<file path="src/rtl/lius_pkg.sv">
// Shared widths, register codes, reset values, length limits, saturation values and divider request and response types.
package lius_pkg;

  localparam int SAMPLE_W   = 16;
  localparam int IN_LEN_W   = 13;
  localparam int OUT_LEN_W  = 15;
  localparam int POS_W      = 12;  // input index p and N = L-1
  localparam int WHOLE_W    = 18;  // whole part w, may run past p on odd configurations
  localparam int REM_W      = 14;  // remainder r and D = M-1
  localparam int OPOS_W     = 15;  // output index, reaches M itself
  localparam int NUM_W      = 30;  // magnitude of the interpolation numerator
  localparam int ACC_W      = 32;
  localparam int CFG_IDX_W  = 1;
  localparam int CFG_DATA_W = 15;

  localparam int MAX_RESULTS_DEF = 16;

  localparam logic [CFG_IDX_W-1:0] REG_IN_LEN  = 1'd0;
  localparam logic [CFG_IDX_W-1:0] REG_OUT_LEN = 1'd1;

  localparam logic [IN_LEN_W-1:0]  IN_LEN_RST  = 13'd480;
  localparam logic [IN_LEN_W-1:0]  IN_LEN_MIN  = 13'd2;
  localparam logic [IN_LEN_W-1:0]  IN_LEN_MAX  = 13'd4096;
  localparam logic [OUT_LEN_W-1:0] OUT_LEN_RST = 15'd1323;
  localparam logic [OUT_LEN_W-1:0] OUT_LEN_MIN = 15'd2;
  localparam logic [OUT_LEN_W-1:0] OUT_LEN_MAX = 15'd16384;

  localparam logic signed [SAMPLE_W-1:0] SAT_POS = 16'sh7FFF;
  localparam logic signed [SAMPLE_W-1:0] SAT_NEG = -16'sh8000;

  typedef struct packed {
    logic             start;
    logic [NUM_W-1:0] dividend;
    logic [REM_W-1:0] divisor;
  } div_req_t;

  typedef struct packed {
    logic             done;
    logic [NUM_W-1:0] quot;
    logic [REM_W-1:0] rem;
  } div_rsp_t;

endpackage

</file>
<file path="src/rtl/lius_div.sv">
// Restoring unsigned divider, one quotient bit per cycle.
module lius_div (
  input  logic              clk,
  input  logic              rst_n,
  input  lius_pkg::div_req_t req,
  output lius_pkg::div_rsp_t rsp
);
  import lius_pkg::*;

  localparam int DvdW = NUM_W;
  localparam int DvsW = REM_W;
  localparam int CntW = $clog2(DvdW);
  localparam logic [CntW-1:0] CntLast = CntW'(DvdW - 1);

  logic            busy_r;
  logic            done_r;
  logic [CntW-1:0] cnt_r;
  logic [DvdW-1:0] dvd_r;
  logic [DvsW-1:0] rem_r;
  logic [DvsW-1:0] dvs_r;

  logic [DvsW:0]   shifted;
  logic [DvsW:0]   diff;
  logic            ge;

  assign shifted = {rem_r, dvd_r[DvdW-1]};
  assign ge      = shifted >= {1'b0, dvs_r};
  assign diff    = shifted - {1'b0, dvs_r};

  always_ff @(posedge clk) begin
    if (!rst_n) begin
      busy_r <= 1'b0;
      done_r <= 1'b0;
      cnt_r  <= '0;
    end else begin
      done_r <= 1'b0;
      if (req.start) begin
        busy_r <= 1'b1;
        cnt_r  <= '0;
      end else if (busy_r) begin
        cnt_r <= cnt_r + 1'b1;
        if (cnt_r == CntLast) begin
          busy_r <= 1'b0;
          done_r <= 1'b1;
        end
      end
    end
  end

  always_ff @(posedge clk) begin
    if (req.start) begin
      dvd_r <= req.dividend;
      dvs_r <= req.divisor;
      rem_r <= '0;
    end else if (busy_r) begin
      // remainder stays below the divisor, so the low bits hold it
      rem_r <= ge ? diff[DvsW-1:0] : shifted[DvsW-1:0];
      dvd_r <= {dvd_r[DvdW-2:0], ge};
    end
  end

  assign rsp.done = done_r;
  assign rsp.quot = dvd_r;
  assign rsp.rem  = rem_r;

endmodule

</file>
<file path="src/rtl/linear_interp_upsampler_stereo.sv">
// Linear interpolation upsampler: mono samples in, duplicated stereo samples out.
// Each accepted sample releases up to 16 outputs; an output that equals the current
// sample skips the value division. Each output uses the single 30-step restoring
// divider, once for the interpolated value and once for the next output position,
// and one 16x15 multiplier used twice per value. The input is not ready while a
// sample is being worked on; a finished output waits in the output register while
// the next one is computed.
module linear_interp_upsampler_stereo #(
  parameter int MaxResults = lius_pkg::MAX_RESULTS_DEF
) (
  input  logic                                 clk,
  input  logic                                 rst_n,
  input  logic                                 in_tvalid,
  output logic                                 in_tready,
  input  logic [lius_pkg::SAMPLE_W-1:0]        in_tdata,   // [15:0] sample_in
  output logic                                 out_tvalid,
  input  logic                                 out_tready,
  output logic [2*lius_pkg::SAMPLE_W-1:0]      out_tdata,  // [15:0] left_sample, [31:16] right_sample
  output logic                                 out_tlast,  // last_of_run
  output logic [0:0]                           out_tuser,  // [0] block_end
  input  logic                                 cfg_we,
  input  logic [lius_pkg::CFG_IDX_W-1:0]       cfg_idx,
  input  logic [lius_pkg::CFG_DATA_W-1:0]      cfg_wdata
);
  import lius_pkg::*;

  localparam int CntW = $clog2(MaxResults + 1);
  localparam logic [CntW-1:0] CntMax  = CntW'(MaxResults);
  localparam logic [CntW-1:0] CntLast = CntW'(MaxResults - 1);

  localparam logic [3:0] S_IDLE  = 4'd0;
  localparam logic [3:0] S_CHECK = 4'd1;
  localparam logic [3:0] S_MUL1  = 4'd2;
  localparam logic [3:0] S_MUL2  = 4'd3;
  localparam logic [3:0] S_VGO   = 4'd4;
  localparam logic [3:0] S_VWAIT = 4'd5;
  localparam logic [3:0] S_PGO   = 4'd6;
  localparam logic [3:0] S_PWAIT = 4'd7;
  localparam logic [3:0] S_EMIT  = 4'd8;
  localparam logic [3:0] S_DONE  = 4'd9;

  logic [3:0]                  state_r, state_nxt;
  logic [IN_LEN_W-1:0]         in_len_r;
  logic [OUT_LEN_W-1:0]        out_len_r;
  logic signed [SAMPLE_W-1:0]  cur_r, cur_nxt;
  logic signed [SAMPLE_W-1:0]  prev_r, prev_nxt;
  logic [POS_W-1:0]            p_r, p_nxt;
  logic [WHOLE_W-1:0]          w_r, w_nxt;
  logic [REM_W-1:0]            r_r, r_nxt;
  logic [OPOS_W-1:0]           op_r, op_nxt;
  logic                        is_last_r, is_last_nxt;
  logic [CntW-1:0]             cnt_r, cnt_nxt;
  logic signed [SAMPLE_W-1:0]  val_r, val_nxt;
  logic                        final_r, final_nxt;
  logic signed [ACC_W-1:0]     acc_r, acc_nxt;
  logic                        neg_r, neg_nxt;
  logic                        out_valid_r, out_valid_nxt;
  logic signed [SAMPLE_W-1:0]  out_val_r, out_val_nxt;
  logic                        out_last_r, out_last_nxt;
  logic                        out_end_r, out_end_nxt;

  logic [IN_LEN_W-1:0]         len_in;
  logic [OUT_LEN_W-1:0]        len_out;
  logic [POS_W-1:0]            n_len;
  logic [REM_W-1:0]            d_len;
  logic [WHOLE_W-1:0]          p_ext;
  logic                        more;
  logic [OPOS_W-1:0]           op_eff;
  logic                        out_free;
  logic signed [SAMPLE_W-1:0]  mul_a;
  logic signed [REM_W:0]       mul_b;
  logic signed [SAMPLE_W+REM_W:0] prod;
  logic [ACC_W-1:0]            acc_mag;
  div_req_t                    div_req;
  div_rsp_t                    div_rsp;

  // clamp the configured lengths into their legal ranges
  always_comb begin
    if (in_len_r < IN_LEN_MIN)      len_in = IN_LEN_MIN;
    else if (in_len_r > IN_LEN_MAX) len_in = IN_LEN_MAX;
    else                            len_in = in_len_r;
    if (out_len_r < OUT_LEN_MIN)      len_out = OUT_LEN_MIN;
    else if (out_len_r > OUT_LEN_MAX) len_out = OUT_LEN_MAX;
    else                              len_out = out_len_r;
  end

  assign n_len = POS_W'(len_in - 1'b1);
  assign d_len = REM_W'(len_out - 1'b1);
  assign p_ext = WHOLE_W'(p_r);

  assign more = (cnt_r < CntMax) && (op_r < len_out) &&
                (is_last_r || (w_r < p_ext) || ((w_r == p_ext) && (r_r == '0)));
  assign op_eff = (is_last_r && (cnt_r == CntLast)) ? OPOS_W'(d_len) : op_r;

  assign out_free = !out_valid_r || out_tready;

  // shared multiplier: previous sample by (D-r), then current sample by r
  assign mul_a = (state_r == S_MUL1) ? prev_r : cur_r;
  assign mul_b = (state_r == S_MUL1) ? $signed({1'b0, REM_W'(d_len - r_r)})
                                     : $signed({1'b0, r_r});
  assign prod  = mul_a * mul_b;

  assign acc_mag = acc_r[ACC_W-1] ? ACC_W'(-acc_r) : ACC_W'(acc_r);

  always_comb begin
    div_req.start    = (state_r == S_VGO) || (state_r == S_PGO);
    div_req.divisor  = d_len;
    div_req.dividend = (state_r == S_VGO) ? acc_mag[NUM_W-1:0]
                                          : NUM_W'({1'b0, r_r} + REM_W'(0) + (REM_W+1)'(n_len));
  end

  lius_div u_div (
    .clk  (clk),
    .rst_n(rst_n),
    .req  (div_req),
    .rsp  (div_rsp)
  );

  always_comb begin
    state_nxt     = state_r;
    cur_nxt       = cur_r;
    prev_nxt      = prev_r;
    p_nxt         = p_r;
    w_nxt         = w_r;
    r_nxt         = r_r;
    op_nxt        = op_r;
    is_last_nxt   = is_last_r;
    cnt_nxt       = cnt_r;
    val_nxt       = val_r;
    final_nxt     = final_r;
    acc_nxt       = acc_r;
    neg_nxt       = neg_r;
    out_valid_nxt = out_valid_r && !out_tready;
    out_val_nxt   = out_val_r;
    out_last_nxt  = out_last_r;
    out_end_nxt   = out_end_r;

    case (state_r)
      S_IDLE: begin
        if (in_tvalid) begin
          cur_nxt     = $signed(in_tdata);
          is_last_nxt = p_r >= n_len;
          cnt_nxt     = '0;
          state_nxt   = S_CHECK;
        end
      end
      S_CHECK: begin
        if (more) begin
          op_nxt    = op_eff;
          final_nxt = op_eff == OPOS_W'(d_len);
          if ((is_last_r && (op_eff == OPOS_W'(d_len))) || (w_r >= p_ext)) begin
            val_nxt   = cur_r;
            state_nxt = S_PGO;
          end else if ((r_r > d_len) && (prev_r != '0)) begin
            // stale remainder above D: the numerator wraps far out of range
            val_nxt   = prev_r[SAMPLE_W-1] ? SAT_NEG : SAT_POS;
            state_nxt = S_PGO;
          end else begin
            state_nxt = S_MUL1;
          end
        end else begin
          state_nxt = S_DONE;
        end
      end
      S_MUL1: begin
        acc_nxt   = ACC_W'(prod);
        state_nxt = S_MUL2;
      end
      S_MUL2: begin
        acc_nxt   = acc_r + ACC_W'(prod);
        state_nxt = S_VGO;
      end
      S_VGO: begin
        neg_nxt   = acc_r[ACC_W-1];
        state_nxt = S_VWAIT;
      end
      S_VWAIT: begin
        if (div_rsp.done) begin
          if (neg_r) begin
            if (div_rsp.quot > NUM_W'(32768)) val_nxt = SAT_NEG;
            else                              val_nxt = -$signed(div_rsp.quot[SAMPLE_W-1:0]);
          end else begin
            if (div_rsp.quot > NUM_W'(32767)) val_nxt = SAT_POS;
            else                              val_nxt = $signed(div_rsp.quot[SAMPLE_W-1:0]);
          end
          state_nxt = S_PGO;
        end
      end
      S_PGO: begin
        state_nxt = S_PWAIT;
      end
      S_PWAIT: begin
        if (div_rsp.done) begin
          w_nxt     = w_r + WHOLE_W'(div_rsp.quot[OPOS_W-1:0]);
          r_nxt     = div_rsp.rem;
          op_nxt    = op_r + 1'b1;
          cnt_nxt   = cnt_r + 1'b1;
          state_nxt = S_EMIT;
        end
      end
      S_EMIT: begin
        // hold the result until the output register frees up
        if (out_free) begin
          out_valid_nxt = 1'b1;
          out_val_nxt   = val_r;
          out_last_nxt  = !more;
          out_end_nxt   = final_r;
          state_nxt     = S_CHECK;
        end
      end
      S_DONE: begin
        prev_nxt = cur_r;
        if (is_last_r) begin
          p_nxt  = '0;
          w_nxt  = '0;
          r_nxt  = '0;
          op_nxt = '0;
        end else begin
          p_nxt = p_r + 1'b1;
        end
        state_nxt = S_IDLE;
      end
      default: begin
        state_nxt = S_IDLE;
      end
    endcase
  end

  always_ff @(posedge clk) begin
    if (!rst_n) begin
      state_r     <= S_IDLE;
      in_len_r    <= IN_LEN_RST;
      out_len_r   <= OUT_LEN_RST;
      prev_r      <= '0;
      p_r         <= '0;
      w_r         <= '0;
      r_r         <= '0;
      op_r        <= '0;
      out_valid_r <= 1'b0;
    end else begin
      state_r     <= state_nxt;
      prev_r      <= prev_nxt;
      p_r         <= p_nxt;
      w_r         <= w_nxt;
      r_r         <= r_nxt;
      op_r        <= op_nxt;
      out_valid_r <= out_valid_nxt;
      if (cfg_we) begin
        case (cfg_idx)
          REG_IN_LEN:  in_len_r  <= cfg_wdata[IN_LEN_W-1:0];
          REG_OUT_LEN: out_len_r <= cfg_wdata[OUT_LEN_W-1:0];
          default: begin
          end
        endcase
      end
    end
  end

  always_ff @(posedge clk) begin
    cur_r      <= cur_nxt;
    is_last_r  <= is_last_nxt;
    cnt_r      <= cnt_nxt;
    val_r      <= val_nxt;
    final_r    <= final_nxt;
    acc_r      <= acc_nxt;
    neg_r      <= neg_nxt;
    out_val_r  <= out_val_nxt;
    out_last_r <= out_last_nxt;
    out_end_r  <= out_end_nxt;
  end

  assign in_tready  = (state_r == S_IDLE);
  assign out_tvalid = out_valid_r;
  assign out_tdata  = {out_val_r, out_val_r};
  assign out_tlast  = out_last_r;
  assign out_tuser  = out_end_r;

endmodule

</file>
<file path="config.mk">
export PLATFORM = sky130hd
export DESIGN_NAME = linear_interp_upsampler_stereo
export DESIGN_NICKNAME = d
export VERILOG_FILES = /design/src/rtl/lius_pkg.sv /design/src/rtl/lius_div.sv /design/src/rtl/linear_interp_upsampler_stereo.sv
export SDC_FILE = /design/constraint.sdc
export NUM_CORES = 1
export LEC_CHECK = 0
export BUFFER_PORTS_ARGS = -buffer_cell sky130_fd_sc_hd__buf_2
export CORE_ASPECT_RATIO = 1.5
export CORE_MARGIN = 10
export CORE_UTILIZATION = 53
export CTS_CLUSTER_SIZE = 14
export DETAILED_ROUTE_END_ITERATION = 10
export GPL_ROUTABILITY_DRIVEN = 0
export PLACE_DENSITY = 0.8
export SLEW_MARGIN = 20
export SYNTH_ARGS = -nofsm -noshare
export SYNTH_HDL_FRONTEND = slang
export SYNTH_SLANG_ARGS = --single-unit
</file>
<file path="constraint.sdc">
create_clock -name clk -period 27.8 [get_ports clk]
set_input_delay 2.78 -clock clk [delete_from_list [all_inputs] [get_ports clk]]
set_output_delay 2.78 -clock clk [all_outputs]
set_load 0.005 [all_outputs]
</file>
# Word-level counts from Yosys, hierarchy flattened
# Cells that the tools add are included.
[classes] addsub=13 magnitude_cmp=13 reduce_logical=36 mul=1 n_bitwise=3 n_eq_ne=20 mux=50
[op_table] cell="two-way mux 16 bit" count=9
[op_table] cell="two-way mux 30 bit" count=4
[op_table] cell="two-way mux 15 bit" count=6
[op_table] cell="case mux 32 bit (2 select lines)" count=1
[op_table] cell="two-way mux 14 bit" count=4
[op_table] cell="case mux 15 bit (3 select lines)" count=1
[op_table] cell="two-way mux 12 bit" count=3
[op_table] cell="two-way mux 18 bit" count=2
[op_table] cell="case mux 18 bit (2 select lines)" count=1
[op_table] cell="case mux 4 bit (9 select lines)" count=1
[op_table] cell="adder 32 x 31 -> 32 bit" count=1
[op_table] cell="case mux 16 bit (2 select lines)" count=1
[op_table] cell="multiplier 16 x 15 -> 31 bit" count=1
[op_table] cell="greater-than comparator 30 x 15 -> 1 bit, second input constant" count=1
[op_table] cell="greater-than comparator 30 x 16 -> 1 bit, second input constant" count=1
[op_table] cell="negator 30 bit" count=1
[op_table] cell="case mux 14 bit (2 select lines)" count=1
[op_table] cell="subtractor 14 bit" count=2
[op_table] cell="two-way mux 4 bit" count=5
[op_table] cell="adder 18 x 15 -> 18 bit" count=1
[op_table] cell="equality test 18 x 12 -> 1 bit" count=1
[op_table] cell="greater-or-equal comparator 18 x 12 -> 1 bit" count=1
[op_table] cell="< comparator 18 x 12 -> 1 bit" count=1
[op_table] cell="equality test 4 x 3 -> 1 bit, second input constant" count=4
[op_table] cell="43 further kinds" count=82
[word_totals] wordCells=161 inputBits=37 out_inout_bits=36 reg_bits=263

# Longest topological paths before layout
# Gate-level depths: netlist of the first run.
[depth] depth_word=11 depth_mapped=51 depth_no_buf=48

# By module
# A second synthesis of the first run with hierarchy kept.
[unflattened] hier_cells=3111 area_unflattened_um2=26904.6
[modules_own_cells] module="linear_interp_upsampler_stereo" area_per_inst_um2=23436.2 cells_per_inst=2812 seq_area_each_um2=4864.7 n_inst=1
[modules_own_cells] module="lius_div" area_per_inst_um2=3468.3 cells_per_inst=299 seq_area_each_um2=1741.7 n_inst=1

# Worst setup path after synthesis of the first run
# No wires, ideal clock.
[synth_timing] kind="reg-to-reg" startpoint="register out_len_r[3]" endpoint="register acc_r[31], data pin" synth_period_minus_slack_ns=11.781 path_buffers=4 path_stages_with_launch=50 arrival_ns=11.517 t_required_ns=27.536 slack_ns=16.019 cell_sequence="dfxtp_1 -> buf_6 -> nor4_2 -> nand4_2 -> o211ai_1 -> ha_1 -> clkbuf_1 -> xnor2_1 -> inv_1 -> ha_1 -> o21ai_0 -> a21boi_0 -> o21ai_0 -> a21oi_1 -> o21a_1 -> o31a_1 -> o21a_1 -> clkbuf_1 -> [... 14 more ...] -> a221oi_1 -> o21ai_0 -> a21o_1 -> a21oi_1 -> o21ai_0 -> a21o_1 -> xor2_1 -> ha_1 -> o21a_1 -> o21ai_0 -> o21bai_1 -> o2bb2ai_1 -> or4b_2 -> a311oi_1 -> a21oi_1 -> xor2_1 -> nand2_1 -> xnor2_1"
[synth_via] elab_chain_len=9 word_cells_on_any_way=10
[synth_rtl] element="start: declaration" line_no="linear_interp_upsampler_stereo.sv:44" source="logic [OUT_LEN_W-1:0] out_len_r;"
[synth_rtl] element="start signal: assignment" line_no="linear_interp_upsampler_stereo.sv:251" source="REG_OUT_LEN: out_len_r <= cfg_wdata[OUT_LEN_W-1:0];"
[synth_rtl] element="greater-than comparator 15 bit" line_no="linear_interp_upsampler_stereo.sv:83" source="else if (out_len_r > OUT_LEN_MAX) len_out = OUT_LEN_MAX;"
[synth_rtl] element="two-way mux 15 bit" line_no="linear_interp_upsampler_stereo.sv:83"
[synth_rtl] element="two-way mux 15 bit *" line_no="linear_interp_upsampler_stereo.sv:82" source="if (out_len_r < OUT_LEN_MIN) len_out = OUT_LEN_MIN;"
[synth_rtl] element="subtractor 14 x 1 -> 14 bit *" line_no="linear_interp_upsampler_stereo.sv:88" source="assign d_len = REM_W'(len_out - 1'b1);"
[synth_rtl] element="net d_len[0]" line_no="linear_interp_upsampler_stereo.sv:65" source="logic [REM_W-1:0] d_len;"
[synth_rtl] element="subtractor 14 bit *" line_no="linear_interp_upsampler_stereo.sv:99" source="assign mul_b = (state_r == S_MUL1) ? $signed({1'b0, REM_W'(d_len - r_r)})"
[synth_rtl] element="two-way mux 14 bit *" line_no="linear_interp_upsampler_stereo.sv:99"
[synth_rtl] element="multiplier 16 x 15 -> 31 bit *" line_no="linear_interp_upsampler_stereo.sv:101" source="assign prod = mul_a * mul_b;"
[synth_rtl] element="adder 32 x 31 -> 32 bit" line_no="linear_interp_upsampler_stereo.sv:170" source="acc_nxt = acc_r + ACC_W'(prod);"
[synth_rtl] element="case mux 32 bit (2 select lines) *" line_no="linear_interp_upsampler_stereo.sv:138" source="case (state_r)"
[synth_rtl] element="net acc_nxt[31]" line_no="linear_interp_upsampler_stereo.sv:55" source="logic signed [ACC_W-1:0] acc_r, acc_nxt;"
[synth_rtl] element="end signal: assignment" line_no="linear_interp_upsampler_stereo.sv:265" source="acc_r <= acc_nxt;"
[synth_rtl] element="end: declaration" line_no="linear_interp_upsampler_stereo.sv:55"
# Mark *: on every way through the listed nets, which the timed path passes. The rest lies on a longest branch.
# A chain may end at the register's enable or synchronous reset.

# Final worst setup path of the first run
[layout_timing] startpoint="register out_len_r[14]" endpoint="register acc_r[31], data pin"
# Same word-level chain as after synthesis.

==> results of run 1 <==
==> stage by stage <==
stage          hold WS [ns]  cells  worst slack, ns
4_1_cts               0.422   3825            14.57
5_1_grt               0.431   3825            13.79
3_5_place_dp          0.405   3771            14.62
3_3_place_gp          0.403   3771            14.95
2_1_floorplan         0.400   3137            16.02
6_report              0.422   3825            14.70
==> registers in the layout (all words and copies together), names as in the netlist, 4 cells and up <==
| signal | flops |
|---|---|
| acc_r | 32 |
| cnt_r | 5 |
| cur_r | 16 |
| in_len_r | 13 |
| op_r | 15 |
| out_len_r | 15 |
| out_val_r | 16 |
| p_r | 12 |
| prev_r | 16 |
| r_r | 14 |
| state_r | 4 |
| u_div.cnt_r | 5 |
| u_div.dvd_r | 30 |
| u_div.dvs_r | 14 |
| u_div.rem_r | 14 |
| val_r | 16 |
| w_r | 18 |
==> routing by layer <==
metal | wire [µm] | part of all wire, % | vias up
met5 | 0 | 0 | -
met4 | 7290 | 9.5 | 0
met3 | 4610 | 6.0 | 366
met2 | 38700 | 50 | 973
met1 | 26500 | 34 | 11100
li1 | - | - | 10800
==> area by class of cell <==
type	instances	area, µm²
multi-input combinational	2380	18200
fill	4378	21000
inverter	359	1350
clock inverter	14	210
timing repair buffer	106	616
tap	663	830
clock buffer	40	871
sequential	263	6610
==> worst min path at each step <==
stage | endpoint | slack, ns
2_1_floorplan | out_tuser | 0.40
3_3_place_gp | out_val_r[6] | 0.40
3_5_place_dp | out_val_r[6] | 0.40
4_1_cts | out_val_r[11] | 0.42
5_1_grt | out_val_r[7] | 0.43
6_report | out_val_r[6] | 0.42
==> synthesized netlist by cell type, drive strengths merged (28+ instances only) <==
library cell | count | area [µm²]
dfxtp | 129 | 2580
o21a | 28 | 210
nand2 | 494 | 1850
nand3 | 57 | 285
nand4 | 28 | 181
edfxtp | 134 | 4020
xor2 | 66 | 578
o21ai | 158 | 791
ha | 213 | 2670
xnor2 | 84 | 736
nor2 | 243 | 920
fa | 223 | 4460
nor4 | 29 | 194
a21oi | 201 | 1010
clkbuf | 102 | 384
a211oi | 28 | 210
o211a | 28 | 280
buf | 33 | 219
a21o | 57 | 428
nor3 | 59 | 310
inv | 358 | 1340
==> cells by family (layout without fill, tap and decap cells) <==
group                      after synthesis  after routing  synth area share (%)
DFF                                    263            263                  24.8
and+or+nand+nor                       1066           1066                  18.0
xor gates and xnor gates               150            150                  4.93
buffers and inverters                  494            519                  7.31
adders and majority gates              436            436                  26.7
AOI/OAI and AO/OA                      698            698                  17.1
muxes                                   30             30                  1.17
==> worst reg2reg max path: cells and delay by family (launching register included) <==
kind / cells / cell delay (ns)
AO/OA/AOI/OAI: 21 / 5.06
XOR/XNOR: 4 / 0.73
adder cells (fa/ha/maj): 10 / 4.55
buffers and inverters: 5 / 0.85
flip-flops: 1 / 0.63
AND/OR/NAND/NOR: 4 / 1.00
==> power groups by stage <==
stage / logic, mW / registers, mW / clock network (mW)
after global routing: 1.56 / 0.659 / 0.455
after CTS: 1.38 / 0.645 / 0.440
after detailed placement: 1.38 / 0.652 / 0
after floorplan: 1.04 / 0.595 / 0
final: 1.39 / 0.651 / 0.438
after global placement: 1.35 / 0.650 / 0
==> results.sh, run 1 <==
export IMPL_placed_area_um2=27600
export IMPL_r2r_end="acc_r[31]"
export IMPL_final_cell_area_um2=28700
export IMPL_grt_util_met3_pct=3.75
export IMPL_worstSetupStartpoint="out_len_r[14]"
export IMPL_ys_ff_latch=263
export IMPL_reg2reg_setup_slack_ns=14.70
export IMPL_peakVddDrop_v=0.0000704
export IMPL_ctsResizeCount=0
export IMPL_coreArea_um2=49700
export IMPL_p_per_area_nw_per_um2=86.5
export IMPL_wire_per_inst_um=20.2
export IMPL_path_buf_inv=5
export IMPL_drv_slew=0
export IMPL_synth_nets=3610
export IMPL_avgSynthCellArea_um2=8.50
export IMPL_cp_arrival_ns=13.41
export IMPL_cts_hold_repair_buffers=0
export IMPL_grt_first_pass_wirelength_um=122000
export IMPL_cell_internal_pwr_mw=1.33
export IMPL_combPwrFrac_pct=56.1
export IMPL_grt_overflow_total=0
export IMPL_post_cts_repair_setup_buffers=0
export IMPL_critical_path_top_delay_family="compound AO/OA/AOI/OAI gates"
export IMPL_critical_path_slowest_cell="o21a_1"
export IMPL_cts_made_buffers=29
export IMPL_antenna_found_initial=0
export IMPL_clk_pin_slew_ns=0.07
export IMPL_firstDrtPassIters=11
export IMPL_final_core_util_pct=57.7
export IMPL_synth_distinct_cells=86
export IMPL_gr_usage_all_layers_pct=25.4
export IMPL_cp_max_fo=32
export IMPL_hold_viol=0
export IMPL_finalWirelength_um=77200
export IMPL_initial_utilization_pct=53.7
export IMPL_ioPinCount=73
export IMPL_worst_slew_margin_rel_pct=17.1
export IMPL_p_seq_share_pct=26.2
export IMPL_drv_cap=0
export IMPL_nets=3612
export IMPL_drive_gt1_share_pct=6.51
export IMPL_cts_tree="built"
export IMPL_synth_edf_count=134
export IMPL_required_ns=28.11
export IMPL_crit_cells=44
export IMPL_rsz0062_at_grt="false"
export IMPL_skew_ns=0.0188
export IMPL_final_common_cell="nand2_1"
export IMPL_clock_latency_ns=0.58
export IMPL_diodes=0
export IMPL_fp_row_count=100
export IMPL_max_stage_delay_ns=0.83
export IMPL_die_w_um=203
export IMPL_grtUsageMet1_pct=26.3
export IMPL_swShare_pct=46.3
export IMPL_ys_async_sr_fraction_pct=0
export IMPL_syn_inst=3137
export IMPL_cts_sinks=263
export IMPL_fin_setup_tns_ns=0
export IMPL_fin_crit_sh_pct=47.1
export IMPL_syn_area_um2=26700
export IMPL_worstSetupPathType="flop to flop"
export IMPL_setup_viol=0
export IMPL_max_freq_mhz=76.4
export IMPL_holdPathStages=0
export IMPL_timing_rr_start="out_len_r[14]"
export IMPL_die_h_um=295
export IMPL_p_clk_share_pct=17.7
export IMPL_die_area_um2=59900
export IMPL_grt_pass1_vias=23300
export IMPL_power_switching_mw=1.15
export IMPL_final_cell_mix="nand2_1, inv_1, nor2_1, fa_1, ha_1"
export IMPL_vias_per_cell=6.07
export IMPL_rr_worst_depth=44
export IMPL_port_buffers=72
export IMPL_fin_crit_ns=13.10
export IMPL_power_mw=2.48
export IMPL_top_usage_layer="met2"
export IMPL_grt_max_degree=66
export IMPL_cp_common_cell="fa_1"
export IMPL_use_met2_pct=44.8
export IMPL_status="finished with violations"
export IMPL_cp_endpoint="acc_r[31]"
export IMPL_end_kind="flop"
export IMPL_ant_nets=0
export IMPL_htreeDepth=1
export IMPL_tightestPinTransition_ns=1.24
export IMPL_ys_warnings_count=0
export IMPL_clockBufferDepth=3
export IMPL_area_growth_pct=7.47
export IMPL_ys_seq_area_share_pct=24.8
export IMPL_drt_iter0_drc=1887
export IMPL_p_leak_nw=13.0
export IMPL_clock_root_buffer="clkbuf_16"
export IMPL_violations="DRC"
export IMPL_dpl_hpwl_um=60300
export IMPL_worstHoldStart="val_r[6]"
export IMPL_min_delay_path_class="flop to flop"
export IMPL_start_kind="flop"
export IMPL_via_count=23200
export IMPL_drc_errors=1
export IMPL_synth_flop_cell="edfxtp_1"
(Power assumes the default switching activity.)
==> run 2, diff against run 1 <==
==> constraint.sdc (replaced) <==
create_clock -name clk -period 12.1 [get_ports clk]
set_input_delay 1.21 -clock clk [delete_from_list [all_inputs] [get_ports clk]]
set_output_delay 1.21 -clock clk [all_outputs]
set_load 0.005 [all_outputs]
==> run 2 against run 1 <==
The run now ends clean. Clock-buffer cell count shrank 6. Largest cell class unchanged. Die area unchanged. Setup slack got worse by 14 ns. Via count grew 0.77%. Clock skew rose by 0.0046 ns. Combinational power is 130% higher. First-iteration DRC count up 1.2%. Power increased by 130%. Largest power group unchanged.
==> results.sh, run 2 (synthesized netlist as in run 1, its figures left out) <==
export IMPL_multi_input_area_um2=18300
export IMPL_port_buffers=72
export IMPL_max_stage_delay_ns=0.69
export IMPL_seqCellArea_um2=6610
export IMPL_drv_slew=0
export IMPL_drive_gt1_share_pct=7.78
export IMPL_p_leak_nw=13.1
export IMPL_stdcell_count=3852
export IMPL_met2_length_um=39100
export IMPL_highest_layer="met5"
export IMPL_vias_per_cell=6.07
export IMPL_fin_setup_tns_ns=0
export IMPL_dpl_hpwl_um=60800
export IMPL_m1WireLength_um=26400
export IMPL_dp_cells=3798
export IMPL_skew_ns=0.0235
export IMPL_clk_pin_slew_ns=0.07
export IMPL_die_area_um2=59900
export IMPL_via_count=23400
export IMPL_fillers=4345
export IMPL_grt_max_degree=67
export IMPL_final_core_util_pct=58.1
export IMPL_firstDrtPassIters=6
export IMPL_cts_sinks=263
export IMPL_placed_area_um2=27800
export IMPL_drt_iter0_drc=1910
export IMPL_start_kind="flop"
export IMPL_grt_first_pass_wirelength_um=122000
export IMPL_largest_reg_flops=32
export IMPL_cts_tree="built"
export IMPL_max_freq_mhz=86.2
export IMPL_final_cell_mix="nand2_1, inv_1, nor2_1, fa_1, ha_1"
export IMPL_die_w_um=203
export IMPL_worstSetupPathType="flop to flop"
export IMPL_fp_row_count=100
export IMPL_grt_pass1_vias=23200
export IMPL_diodes=0
export IMPL_setup_viol=0
export IMPL_drc_errors=0
export IMPL_p_per_area_nw_per_um2=196
export IMPL_fin_crit_ns=11.60
export IMPL_peakVddDrop_v=0.000168
export IMPL_place_ws_ns=0.134
export IMPL_cp_common_cell="fa_1"
export IMPL_cp_max_fo=16
export IMPL_area_growth_pct=8.16
export IMPL_clockBufferDepth=3
export IMPL_ioPinCount=73
export IMPL_wire_per_inst_um=20.2
export IMPL_clock_root_buffer="clkbuf_16"
export IMPL_cts_made_buffers=28
export IMPL_cp_arrival_ns=11.90
export IMPL_hold_viol=0
export IMPL_htreeDepth=1
export IMPL_nets=3641
export IMPL_critical_path_slowest_cell="a221oi_1"
export IMPL_status="complete, no violations"
export IMPL_wl_met3_um=4690
export IMPL_final_cell_area_um2=28800
export IMPL_antenna_found_initial=1
export IMPL_finalWorstSetupSlack_ns=0.500
export IMPL_initial_utilization_pct=53.7
export IMPL_ant_nets=0
export IMPL_grt_overflow_total=0
export IMPL_finalWirelength_um=77800
export IMPL_die_h_um=295
export IMPL_top_regs="acc_r (32), u_div.dvd_r (30), w_r (18)"
export IMPL_tightestPinTransition_ns=1.12
export IMPL_end_kind="flop"
export IMPL_gr_usage_all_layers_pct=25.4
export IMPL_regMostFlops="acc_r"
export IMPL_required_ns=12.40
export IMPL_clock_latency_ns=0.58
export IMPL_fin_crit_sh_pct=95.9
export IMPL_final_common_cell="nand2_1"
export IMPL_drv_cap=0
export IMPL_worst_slew_margin_rel_pct=23.2
export IMPL_min_delay_path_class="flop to flop"
export IMPL_coreArea_um2=49700
run 2: worst paths after layout:
kind / startpoint / endpoint / slack (ns) / cells after the start
max: out_len_r[10] / acc_r[31] / 0.50 / 43
min: val_r[14] / out_val_r[14] / 0.43 / 0
max reg2reg: out_len_r[10] / acc_r[31] / 0.50 / 43
min reg2reg: val_r[14] / out_val_r[14] / 0.43 / 0
run 2: area by class of cell:
class,count,share of cell area (%)
Multi-Input combinational cell,2380,63.3
Clock inverter,17,0.603
Clock buffer,34,2.70
Inverter,359,4.67
Timing Repair Buffer,136,2.93
Sequential cell,263,22.9
Tap cell,663,2.88
run 2: timing repair:
action | CTS | global route
endpoints found under the hold margin | 0 | 0
hold buffers | 0 | 0
resized for setup | 0 | 29
setup buffers | 0 | 3
setup endpoints to repair | 0 | 8
run 2: critical path: cells and delay by family (launching register included):
family,cells,cell delay (ns)
DFF,1,0.35
AOI/OAI and AO/OA,17,3.39
buffers and inverters,4,0.55
and+or+nand+nor,8,2.13
xor gates and xnor gates,4,0.60
adders and majority gates,10,4.26
run 2: metrics by stage:
stage | power, mW | hold slack (ns)
global route | 6.08 | 0.440
global placement | 4.60 | 0.407
detailed placement | 4.67 | 0.414
floorplan | 3.77 | 0.400
finish | 5.66 | 0.428
CTS | 5.59 | 0.429
run 2: report_power, final:
group          leakage [nW]  internal, mW  switching (mW)
Clock                 0.475         0.523           0.384
Sequential             2.29          1.23           0.270
Combinational          10.4          1.25            2.01
Total                  13.1          3.00            2.67
run 2: per-layer routing:
layer / global-route usage (%) / vias up
met5: 0 / -
met4: 22.5 / 2
met3: 3.71 / 374
met2: 44.5 / 962
met1: 25.9 / 11200
li1: - / 10800
